## src/design/rog_pkg.sv

```systemverilog
// Shared types, constants and the generator step function for the order generator.
`default_nettype none

package rog_pkg;

  localparam int DRAW_W     = 64;
  localparam int BAND_W     = 31;
  localparam int MOD_W      = BAND_W + 1;
  localparam int CENTER_W   = 47;
  localparam int PRICE_W    = 48;
  localparam int OFFSET_W   = MOD_W + 1;
  localparam int QTY_W      = 7;
  localparam int ID_OUT_W   = 32;
  localparam int ID_BITS_DEF = 32;
  localparam int STEP_CNT_W = $clog2(DRAW_W);

  localparam int SHIFT_A = 7;
  localparam int SHIFT_B = 9;
  localparam int SHIFT_C = 8;

  localparam logic [QTY_W-1:0] QTY_MOD = QTY_W'(100);

  // Quantity remainder: fold the 16-bit chunks of the draw, then divide the
  // folded sum by 100 through a reciprocal multiply.
  localparam int FOLD_W   = 24;
  localparam int RECIP_W  = 25;
  localparam int RECIP_SH = 31;
  localparam int QUO_W    = FOLD_W + RECIP_W - RECIP_SH;
  localparam logic [FOLD_W-1:0]  QTY_POW16_MOD = FOLD_W'(36);        // 2^16 mod 100
  localparam logic [FOLD_W-1:0]  QTY_POW32_MOD = FOLD_W'(96);        // 2^32 mod 100
  localparam logic [FOLD_W-1:0]  QTY_POW48_MOD = FOLD_W'(56);        // 2^48 mod 100
  localparam logic [RECIP_W-1:0] QTY_RECIP     = RECIP_W'(21474837);  // ceil(2^31 / 100)

  localparam int CFG_ADDR_W = 5;
  localparam int CFG_DATA_W = 64;
  localparam int CFG_IDX_W  = 2;

  localparam int IN_TDATA_W  = 8;
  localparam int OUT_TDATA_W = 88;

  // Register indexes, taken from paddr[4:3]
  localparam logic [CFG_IDX_W-1:0] REG_SEED   = 2'd0;
  localparam logic [CFG_IDX_W-1:0] REG_BAND   = 2'd1;
  localparam logic [CFG_IDX_W-1:0] REG_CENTER = 2'd2;

  localparam logic [DRAW_W-1:0]   SEED_RST   = '0;
  localparam logic [BAND_W-1:0]   BAND_RST   = BAND_W'(1);
  localparam logic [CENTER_W-1:0] CENTER_RST = '0;
  localparam logic [DRAW_W-1:0]   GEN_RST    = DRAW_W'(1);

  typedef enum logic [1:0] {
    S_IDLE,
    S_DRAW,
    S_RUN,
    S_FIN
  } rog_state_t;

  typedef struct packed {
    logic load;    // take a request, apply restart, first draw into divider
    logic draw;    // second and third draws
    logic step;    // one bit of the price remainder, one stage of the quantity remainder
    logic finish;  // form price and quantity, fill output register
  } rog_cmd_t;

  typedef struct packed {
    logic last_step;
  } rog_sts_t;

  function automatic logic [DRAW_W-1:0] xs_step(input logic [DRAW_W-1:0] x);
    logic [DRAW_W-1:0] a;
    logic [DRAW_W-1:0] b;
    a = x ^ (x << SHIFT_A);
    b = a ^ (a >> SHIFT_B);
    return b ^ (b << SHIFT_C);
  endfunction

endpackage

`default_nettype wire

```

## src/design/rog_regs.sv

```systemverilog
// Configuration register file behind the APB-style port.
`default_nettype none

module rog_regs (
  input  wire logic                              clk,
  input  wire logic                              rst_n,
  input  wire logic                              cfg_psel,
  input  wire logic                              cfg_penable,
  input  wire logic                              cfg_pwrite,
  input  wire logic [rog_pkg::CFG_ADDR_W-1:0]    cfg_paddr,
  input  wire logic [rog_pkg::CFG_DATA_W-1:0]    cfg_pwdata,
  output logic      [rog_pkg::CFG_DATA_W-1:0]    cfg_prdata,
  output logic      [rog_pkg::DRAW_W-1:0]        seed,
  output logic      [rog_pkg::BAND_W-1:0]        band,
  output logic      [rog_pkg::CENTER_W-1:0]      center
);

  logic [rog_pkg::DRAW_W-1:0]   seed_r;
  logic [rog_pkg::BAND_W-1:0]   band_r;
  logic [rog_pkg::CENTER_W-1:0] center_r;
  logic [rog_pkg::CFG_IDX_W-1:0] idx;
  logic                          wr_en;

  assign idx   = cfg_paddr[rog_pkg::CFG_ADDR_W-1:3];
  assign wr_en = cfg_psel && cfg_penable && cfg_pwrite;

  always_ff @(posedge clk) begin
    if (!rst_n) begin
      seed_r   <= rog_pkg::SEED_RST;
      band_r   <= rog_pkg::BAND_RST;
      center_r <= rog_pkg::CENTER_RST;
    end else if (wr_en) begin
      case (idx)
        rog_pkg::REG_SEED:   seed_r   <= cfg_pwdata;
        rog_pkg::REG_BAND:   band_r   <= cfg_pwdata[rog_pkg::BAND_W-1:0];
        rog_pkg::REG_CENTER: center_r <= cfg_pwdata[rog_pkg::CENTER_W-1:0];
        default: ;
      endcase
    end
  end

  always_comb begin
    case (idx)
      rog_pkg::REG_SEED:   cfg_prdata = seed_r;
      rog_pkg::REG_BAND:   cfg_prdata = rog_pkg::CFG_DATA_W'(band_r);
      rog_pkg::REG_CENTER: cfg_prdata = rog_pkg::CFG_DATA_W'(center_r);
      default:             cfg_prdata = '0;
    endcase
  end

  assign seed   = seed_r;
  assign band   = band_r;
  assign center = center_r;

endmodule

`default_nettype wire

```

## src/design/rog_ctrl.sv

```systemverilog
// Controller state machine: sequences draws, remainder steps and output fill.
`default_nettype none

module rog_ctrl (
  input  wire logic              clk,
  input  wire logic              rst_n,
  input  wire logic              in_tvalid,
  output logic                   in_tready,
  output logic                   out_tvalid,
  input  wire logic              out_tready,
  output rog_pkg::rog_cmd_t      cmd,
  input  wire rog_pkg::rog_sts_t sts
);

  rog_pkg::rog_state_t state_r;
  rog_pkg::rog_state_t state_nxt;
  logic                out_valid_r;
  logic                out_valid_nxt;

  always_ff @(posedge clk) begin
    if (!rst_n) begin
      state_r     <= rog_pkg::S_IDLE;
      out_valid_r <= 1'b0;
    end else begin
      state_r     <= state_nxt;
      out_valid_r <= out_valid_nxt;
    end
  end

  always_comb begin
    state_nxt  = state_r;
    cmd        = '0;
    in_tready  = 1'b0;
    case (state_r)
      rog_pkg::S_IDLE: begin
        in_tready = 1'b1;
        if (in_tvalid) begin
          cmd.load  = 1'b1;
          state_nxt = rog_pkg::S_DRAW;
        end
      end
      rog_pkg::S_DRAW: begin
        cmd.draw  = 1'b1;
        state_nxt = rog_pkg::S_RUN;
      end
      rog_pkg::S_RUN: begin
        cmd.step = 1'b1;
        if (sts.last_step) begin
          state_nxt = rog_pkg::S_FIN;
        end
      end
      rog_pkg::S_FIN: begin
        // hold the finished result until the output register frees up
        if (!out_valid_r || out_tready) begin
          cmd.finish = 1'b1;
          state_nxt  = rog_pkg::S_IDLE;
        end
      end
      default: begin
        state_nxt = rog_pkg::S_IDLE;
      end
    endcase

    if (cmd.finish) begin
      out_valid_nxt = 1'b1;
    end else if (out_tready) begin
      out_valid_nxt = 1'b0;
    end else begin
      out_valid_nxt = out_valid_r;
    end
  end

  assign out_tvalid = out_valid_r;

  a_one_request: assert property (@(posedge clk) disable iff (!rst_n)
    (in_tvalid && in_tready) |=> !in_tready)
    else $error("request accepted while one is in flight");

  a_fill_shows: assert property (@(posedge clk) disable iff (!rst_n)
    cmd.finish |=> out_valid_r)
    else $error("output register filled but not shown");

  a_run_ends: assert property (@(posedge clk) disable iff (!rst_n)
    (state_r == rog_pkg::S_RUN && sts.last_step) |=> state_r == rog_pkg::S_FIN)
    else $error("remainder pass did not end in finish");

  a_no_overwrite: assert property (@(posedge clk) disable iff (!rst_n)
    (out_valid_r && !out_tready) |-> !cmd.finish)
    else $error("waiting result overwritten");

endmodule

`default_nettype wire

```

## src/design/rog_dp.sv

```systemverilog
// Datapath: xorshift generator, order counter, remainder units, output register.
`default_nettype none

module rog_dp #(
  parameter int ID_BITS = rog_pkg::ID_BITS_DEF
) (
  input  wire logic                              clk,
  input  wire logic                              rst_n,
  input  wire rog_pkg::rog_cmd_t                 cmd,
  output rog_pkg::rog_sts_t                      sts,
  input  wire logic                              restart,
  input  wire logic                              final_request,
  input  wire logic [rog_pkg::DRAW_W-1:0]        seed,
  input  wire logic [rog_pkg::BAND_W-1:0]        band,
  input  wire logic [rog_pkg::CENTER_W-1:0]      center,
  output logic      [rog_pkg::OUT_TDATA_W-1:0]   res_data,
  output logic                                   res_last
);

  localparam int DW = rog_pkg::DRAW_W;
  localparam int MW = rog_pkg::MOD_W;
  localparam int QW = rog_pkg::QTY_W;
  localparam int FW = rog_pkg::FOLD_W;
  localparam int PW = rog_pkg::FOLD_W + rog_pkg::RECIP_W;

  logic [DW-1:0]                     gen_r;
  logic [ID_BITS-1:0]                cnt_r;
  logic [DW-1:0]                     div_q_r;
  logic [MW-1:0]                     div_rem_r;
  logic [DW-1:0]                     qty_q_r;
  logic [FW-1:0]                     fold_r;
  logic [FW-1:0]                     fold_hold_r;
  logic [rog_pkg::QUO_W-1:0]         quo_r;
  logic [QW-1:0]                     r100_r;
  logic [rog_pkg::STEP_CNT_W-1:0]    step_cnt_r;
  logic                              side_r;
  logic                              last_r;

  logic [rog_pkg::ID_OUT_W-1:0]      id_out_r;
  logic                              sell_out_r;
  logic [rog_pkg::PRICE_W-1:0]       price_out_r;
  logic [QW-1:0]                     qty_out_r;
  logic                              last_out_r;

  logic [DW-1:0]                     gen_src;
  logic [DW-1:0]                     x1;
  logic [DW-1:0]                     x2;
  logic [DW-1:0]                     x3;
  logic [rog_pkg::BAND_W-1:0]        band_eff;
  logic [MW-1:0]                     modulus;
  logic [MW:0]                       rem_sh;
  logic [MW:0]                       rem_diff;
  logic [MW-1:0]                     rem_next;
  logic [FW-1:0]                     fold_sum;
  logic [PW-1:0]                     quo_prod;
  logic [rog_pkg::QUO_W-1:0]         quo_next;
  logic [FW-1:0]                     quo_x100;
  logic [rog_pkg::OFFSET_W-1:0]      offset;
  logic [rog_pkg::PRICE_W-1:0]       price;

  // zero seed and zero band both fall back to one
  assign gen_src  = !restart ? gen_r : ((seed == '0) ? DW'(1) : seed);
  assign x1       = rog_pkg::xs_step(gen_src);
  assign x2       = rog_pkg::xs_step(gen_r);
  assign x3       = rog_pkg::xs_step(x2);
  assign band_eff = (band == '0) ? rog_pkg::BAND_W'(1) : band;
  assign modulus  = {band_eff, 1'b1};

  // restoring remainder, one dividend bit a cycle
  assign rem_sh   = {div_rem_r, div_q_r[DW-1]};
  assign rem_diff = rem_sh - {1'b0, modulus};
  assign rem_next = (rem_sh >= {1'b0, modulus}) ? rem_diff[MW-1:0] : rem_sh[MW-1:0];

  // quantity remainder in three stages: fold the chunks by 2^(16k) mod 100,
  // take the quotient by reciprocal multiply, subtract
  assign fold_sum = FW'(qty_q_r[15:0])
                  + FW'(qty_q_r[31:16]) * rog_pkg::QTY_POW16_MOD
                  + FW'(qty_q_r[47:32]) * rog_pkg::QTY_POW32_MOD
                  + FW'(qty_q_r[63:48]) * rog_pkg::QTY_POW48_MOD;
  assign quo_prod = PW'(fold_r) * PW'(rog_pkg::QTY_RECIP);
  assign quo_next = quo_prod[PW-1:rog_pkg::RECIP_SH];
  assign quo_x100 = FW'(quo_r) * FW'(rog_pkg::QTY_MOD);

  assign offset = {1'b0, div_rem_r} - {2'b00, band_eff};
  assign price  = {center[rog_pkg::CENTER_W-1], center}
                + {{(rog_pkg::PRICE_W - rog_pkg::OFFSET_W){offset[rog_pkg::OFFSET_W-1]}},
                   offset};

  always_ff @(posedge clk) begin
    if (!rst_n) begin
      gen_r      <= rog_pkg::GEN_RST;
      cnt_r      <= '0;
      step_cnt_r <= '0;
    end else begin
      if (cmd.load) begin
        gen_r <= x1;
        cnt_r <= restart ? ID_BITS'(1) : cnt_r + ID_BITS'(1);
      end else if (cmd.draw) begin
        gen_r <= x3;
      end
      if (cmd.draw) begin
        step_cnt_r <= '0;
      end else if (cmd.step) begin
        step_cnt_r <= step_cnt_r + rog_pkg::STEP_CNT_W'(1);
      end
    end
  end

  always_ff @(posedge clk) begin
    if (cmd.load) begin
      div_q_r   <= x1;
      div_rem_r <= '0;
      last_r    <= final_request;
    end else if (cmd.step) begin
      div_q_r   <= div_q_r << 1;
      div_rem_r <= rem_next;
    end
    if (cmd.draw) begin
      side_r      <= x2[0];
      qty_q_r     <= x3;
      fold_r      <= '0;
      fold_hold_r <= '0;
      quo_r       <= '0;
      r100_r      <= '0;
    end else if (cmd.step) begin
      fold_r      <= fold_sum;
      fold_hold_r <= fold_r;
      quo_r       <= quo_next;
      r100_r      <= QW'(fold_hold_r - quo_x100);
    end
    if (cmd.finish) begin
      id_out_r    <= rog_pkg::ID_OUT_W'(cnt_r);
      sell_out_r  <= side_r;
      price_out_r <= price;
      qty_out_r   <= r100_r + QW'(1);
      last_out_r  <= last_r;
    end
  end

  assign sts.last_step = (step_cnt_r == '1);
  assign res_data      = {qty_out_r, price_out_r, sell_out_r, id_out_r};
  assign res_last      = last_out_r;

  a_r100_range: assert property (@(posedge clk) disable iff (!rst_n)
    (cmd.step || cmd.draw) |=> (r100_r < rog_pkg::QTY_MOD))
    else $error("quantity remainder out of range");

  a_qty_range: assert property (@(posedge clk) disable iff (!rst_n)
    cmd.finish |=> (qty_out_r != '0 && qty_out_r <= rog_pkg::QTY_MOD))
    else $error("quantity outside 1 to 100");

endmodule

`default_nettype wire

```

## src/design/random_order_generator.sv

```systemverilog
// Top level of the random order generator: register file, controller and datapath.
//
// Usage:
//   Each request on the in_ stream yields one synthetic order on the out_ stream.
//   in_tdata[0] is restart: reload the 64-bit xorshift generator from seed_value
//   (zero seed loads one) and clear the order counter before this order.
//   in_tlast is final_request and comes back on out_tlast as last_order.
//   Each order steps the generator three times: the first draw modulo
//   2*band+1, minus band, plus center_price gives the price; bit 0 of the
//   second gives the side; the third draw modulo 100, plus one, gives quantity.
// Sequence:
//   The remainder units take one dividend bit a cycle. A request passes
//   through an accept step, a draw step, the remainder steps and a finish
//   step, and the block takes no new request until the last one is through.
//   The 64-bit restoring remainder pass sets the length of a request; the
//   modulo-100 unit runs alongside it.
// Reset and stall:
//   Synchronous reset loads state one into the generator, clears the counter
//   and loads the register reset values. A stalled receiver keeps the result
//   in the output register; a new request is still taken and worked on, and
//   its result waits in the finish step until the output register frees up.
`default_nettype none

module random_order_generator #(
  parameter int ID_BITS = rog_pkg::ID_BITS_DEF
) (
  input  wire logic                              clk,
  input  wire logic                              rst_n,
  // in_tdata: [0] restart, [7:1] zero
  input  wire logic                              in_tvalid,
  output logic                                   in_tready,
  input  wire logic [rog_pkg::IN_TDATA_W-1:0]    in_tdata,
  input  wire logic                              in_tlast,
  // out_tdata: [31:0] order_id, [32] is_sell, [80:33] price, [87:81] quantity
  output logic                                   out_tvalid,
  input  wire logic                              out_tready,
  output logic      [rog_pkg::OUT_TDATA_W-1:0]   out_tdata,
  output logic                                   out_tlast,
  // configuration port
  input  wire logic                              cfg_psel,
  input  wire logic                              cfg_penable,
  input  wire logic                              cfg_pwrite,
  input  wire logic [rog_pkg::CFG_ADDR_W-1:0]    cfg_paddr,
  input  wire logic [rog_pkg::CFG_DATA_W-1:0]    cfg_pwdata,
  output logic      [rog_pkg::CFG_DATA_W-1:0]    cfg_prdata,
  output logic                                   cfg_pready
);

  rog_pkg::rog_cmd_t                cmd;
  rog_pkg::rog_sts_t                sts;
  logic [rog_pkg::DRAW_W-1:0]       seed;
  logic [rog_pkg::BAND_W-1:0]       band;
  logic [rog_pkg::CENTER_W-1:0]     center;

  // no wait states on the configuration port
  assign cfg_pready = 1'b1;

  rog_regs u_regs (
    .clk         (clk),
    .rst_n       (rst_n),
    .cfg_psel    (cfg_psel),
    .cfg_penable (cfg_penable),
    .cfg_pwrite  (cfg_pwrite),
    .cfg_paddr   (cfg_paddr),
    .cfg_pwdata  (cfg_pwdata),
    .cfg_prdata  (cfg_prdata),
    .seed        (seed),
    .band        (band),
    .center      (center)
  );

  // sequence one request at a time through the datapath
  rog_ctrl u_ctrl (
    .clk        (clk),
    .rst_n      (rst_n),
    .in_tvalid  (in_tvalid),
    .in_tready  (in_tready),
    .out_tvalid (out_tvalid),
    .out_tready (out_tready),
    .cmd        (cmd),
    .sts        (sts)
  );

  rog_dp #(
    .ID_BITS (ID_BITS)
  ) u_dp (
    .clk           (clk),
    .rst_n         (rst_n),
    .cmd           (cmd),
    .sts           (sts),
    .restart       (in_tdata[0]),
    .final_request (in_tlast),
    .seed          (seed),
    .band          (band),
    .center        (center),
    .res_data      (out_tdata),
    .res_last      (out_tlast)
  );

endmodule

`default_nettype wire

```

## config.mk

```make
export PLATFORM = sky130hd
export DESIGN_NAME = random_order_generator
export DESIGN_NICKNAME = d
export VERILOG_FILES = /design/src/design/rog_pkg.sv /design/src/design/rog_regs.sv /design/src/design/rog_ctrl.sv /design/src/design/rog_dp.sv /design/src/design/random_order_generator.sv
export SDC_FILE = /design/constraint.sdc
export NUM_CORES = 2
export LEC_CHECK = 0
export BUFFER_PORTS_ARGS = -buffer_cell sky130_fd_sc_hd__buf_2
export CAP_MARGIN = 20
export CORE_ASPECT_RATIO = 0.9
export CORE_MARGIN = 2
export CORE_UTILIZATION = 50
export CTS_CLUSTER_DIAMETER = 50
export DETAILED_ROUTE_END_ITERATION = 8
export PLACE_DENSITY = 0.69
export SLEW_MARGIN = 5
export SYNTH_ARGS = -nofsm -noshare
export SYNTH_HDL_FRONTEND = slang
export SYNTH_SLANG_ARGS = --single-unit
```

## constraint.sdc

```tcl
create_clock -name clk -period 6.58 [get_ports clk]
set_input_delay 0.987 -clock clk [delete_from_list [all_inputs] [get_ports clk]]
set_output_delay 0.987 -clock clk [all_outputs]
set_load 0.02 [all_outputs]
```

==> impl_metrics.yaml <==
setup_path:
  start_kind: "register"
  cp_slowest_stage_delay_ns: 0.54
  critPathMaxFanout: 4
  required_ns: 7.06
  crit_path_start: "u_dp.fold_r[13]"
  endpoint_kind: "register"
  crit_chain: "buf_4 -> ha_1 -> inv_1 -> fa_1 -> fa_1 -> inv_1 -> fa_1 -> inv_1 -> fa_1 -> fa_1 -> fa_1 -> inv_1 -> ha_1 -> a21o_1 -> a21o_1 -> a211o_4 -> or3_1 -> o21ai_2 -> buf_4 -> o31ai_1 -> xor2_1 -> mux2i_1 -> nor2_1"
  slowest_stage: "fa_1"
  r2r-start: "u_dp.fold_r[13]"
  path_common_cell: "fa_1"
  arrival_ns: 6.80
  critical_path_class: "reg -> reg"
min_path:
  hold_path_class: "reg -> reg"
  min-delay-start: "u_dp.side_r"
grt:
  track_usage_pct: 27.38
  grt_pass1_wl_um: 189300
  antenna_found_initial: 7
  grt_pass1_vias: 32614
  grt_overflow: 0
  grt_max_degree: 139
clock_tree:
  clockRootBuffer: "clkbuf_16"
  numCtsBuffers: 76
  clock_latency_ns: 0.67
  hold_buffers: 0
  clockBufferDepth: 3
  clk_pin_slew_ns: 0.06
  cts_tree: "done"
  cts.htree.levels: 3
  cts.sinks: 541
routing:
  drt-total-wl_um: 122500
  wire_per_inst_um: 20.25
  drc: 0
  antenna_left: 0
  viasPerCell: 5.560
  first_pass_iters: 5
  num_vias: 33638
  drt_iter0_drc: 3121
die:
  coreArea_mm2: 0.08563
  dieHeight_um: 282.4
  start_util_pct: 50.28
  ios: 241
  die-area_mm2: 0.08849
  rows: 102
  chipWidth_um: 313.3
placement:
  io_buffers: 229
  post-dp-hpwl_um: 95290
  globalplace.congestion: 0.9999
  post_dp_cell_area_mm2: 0.04528
synthesis:
  synthFlopType: "dfxtp_1"
  yosys_warnings: 0
  synthesis.instances: 4710
  synth_nets: 5385
  netlist.top_cell.by_area: "edfxtp_1"
  synth_area_mm2: 0.04306
  synthDistinctLibCells: 80
  synth-seq-cells: 541
  yosysSeqAreaShare_pct: 30.24
  synth_edf_count: 219
  synthDominantCellAreaShare_pct: 15.27
  yosys-top-cells-area: "edfxtp_1 15%, dfxtp_1 15%, ha_1 11%"
  synth_async_sr_flop_share_pct: 0
  syn_avg_cell_area_um2: 9.142
timing:
  final-setup-viol-count: 0
  maxSlewViolCount: 0
  hold_viol_final: 0
  finClkSkew_ns: 0.06040
  worst_pin_slew_ns: 0.9979
  fin_crit_ns: 6.322
  fmax_ghz: 0.1582
  max_slew_margin_pct: 33.47
  min_period_over_period_pct: 96.08
finish:
  design_area_mm2: 0.04811
  syn_to_final_growth_pct: 11.73
  final_cell_mix: "479 x xnor2_1, 454 x nand2_1, 418 x inv_1"
  drive_above_1_share_pct: 10.38
  nets: 5515
  final_common_cell: "xnor2_1"
outcome:
  outcome: "finished, final reports clean"
job:
  maxCapViolCount: 0
## registers in the layout (all words and copies together) (netlist names), 47 cells and up
| name | flops |
|---|---|
| u_dp.qty_q_r | 64 |
| u_dp.price_out_r | 48 |
| u_dp.div_q_r | 64 |
| u_regs.center | 47 |
| u_regs.seed | 64 |
| u_dp.gen_r | 64 |
## area by class of cell
class,count,area [µm²]
clock inverter,51,624.3
multi-input combinational,3505,27680
fill,7626,37520
tap,1144,1431
sequential,541,13030
timing repair buffer,295,1687
antenna,2,5.005
clock buffer,91,2062
inverter,421,1587
## stage by stage
step	util [%]	TNS [ns]	setup WS, ns	instances	hold slack, ns
after floorplan	-	0	0.5082	4710	0.4003
after global placement	52.87	0	0.1604	5904	0.4008
after detailed placement	52.87	0	0.1209	5904	0.4144
after CTS	56.01	0	0.005795	6046	0.4274
after global routing	56.18	-0.005486	-0.005486	6050	0.4381
final	56.18	0	0.2580	6050	0.4264
## path summary, 6_finish.rpt
path	to	slack, ns	cells after the start
worst min register to register	u_dp.sell_out_r	0.43	0
worst min-delay path	u_dp.sell_out_r	0.43	0
worst max register to register	u_dp.quo_r[2]	0.26	23
worst max-delay path	u_dp.quo_r[2]	0.26	23
## synth_stat cells, types with 10 or more instances
| library cell | instances |
|---|---|
| xor2_1 | 235 |
| buf_2 | 11 |
| mux2i_1 | 165 |
| nand3_1 | 56 |
| clkbuf_1 | 206 |
| and2_1 | 48 |
| nand2b_1 | 21 |
| nor4_1 | 26 |
| nor2_1 | 333 |
| nor2b_1 | 22 |
| buf_1 | 21 |
| o21a_1 | 47 |
| nand4_1 | 38 |
| o21bai_1 | 53 |
| a31oi_1 | 15 |
| edfxtp_1 | 219 |
| nand2_1 | 455 |
| dfxtp_1 | 322 |
| xnor2_1 | 479 |
| ha_1 | 374 |
| a211oi_1 | 43 |
| o21ai_0 | 154 |
| and3_1 | 14 |
| mux2_2 | 10 |
| or3_1 | 10 |
| or2_2 | 18 |
| a21oi_1 | 412 |
| a21o_1 | 108 |
| inv_1 | 419 |
| fa_1 | 216 |
| nor3_1 | 37 |
## cells by family (layout without fill, tap and decap cells)
logic type                 after synthesis  after routing  synth area share (%)
and+or+nand+nor                       1099           1099                 11.29
AOI/OAI and AO/OA                      925            925                 13.06
xor gates and xnor gates               714            714                 14.52
buffers and inverters                  664            858                 5.858
adders and majority gates              590            590                 20.91
DFF                                    541            541                 30.24
muxes                                  175            175                 4.097
other                                    2              4               0.01744
## metal layers
layer	vias up	global-route usage (%)	share of wire [%]
met5	-	0	0.036
met4	8	8.563	3.0
met3	206	4.186	7.4
met2	1180	42.48	44
met1	16139	39.28	45
li1	16105	-	-
## critical path, delay by kind of cell (launching register included)
family | cells | cell delay (ns)
fa+ha+maj | 8 | 3.65
compound gates | 5 | 0.87
buf+inv | 6 | 0.50
simple gates | 2 | 0.44
flops | 1 | 0.35
mux | 1 | 0.19
xor+xnor | 1 | 0.16
## repair_timing
item	in CTS	in global routing
buffers inserted	0	0
gates resized for setup	0	26
setup endpoints to repair	0	7
Power is not shown: default switching activity piles up to over one toggle a cycle in this logic, so the estimate is an artifact.
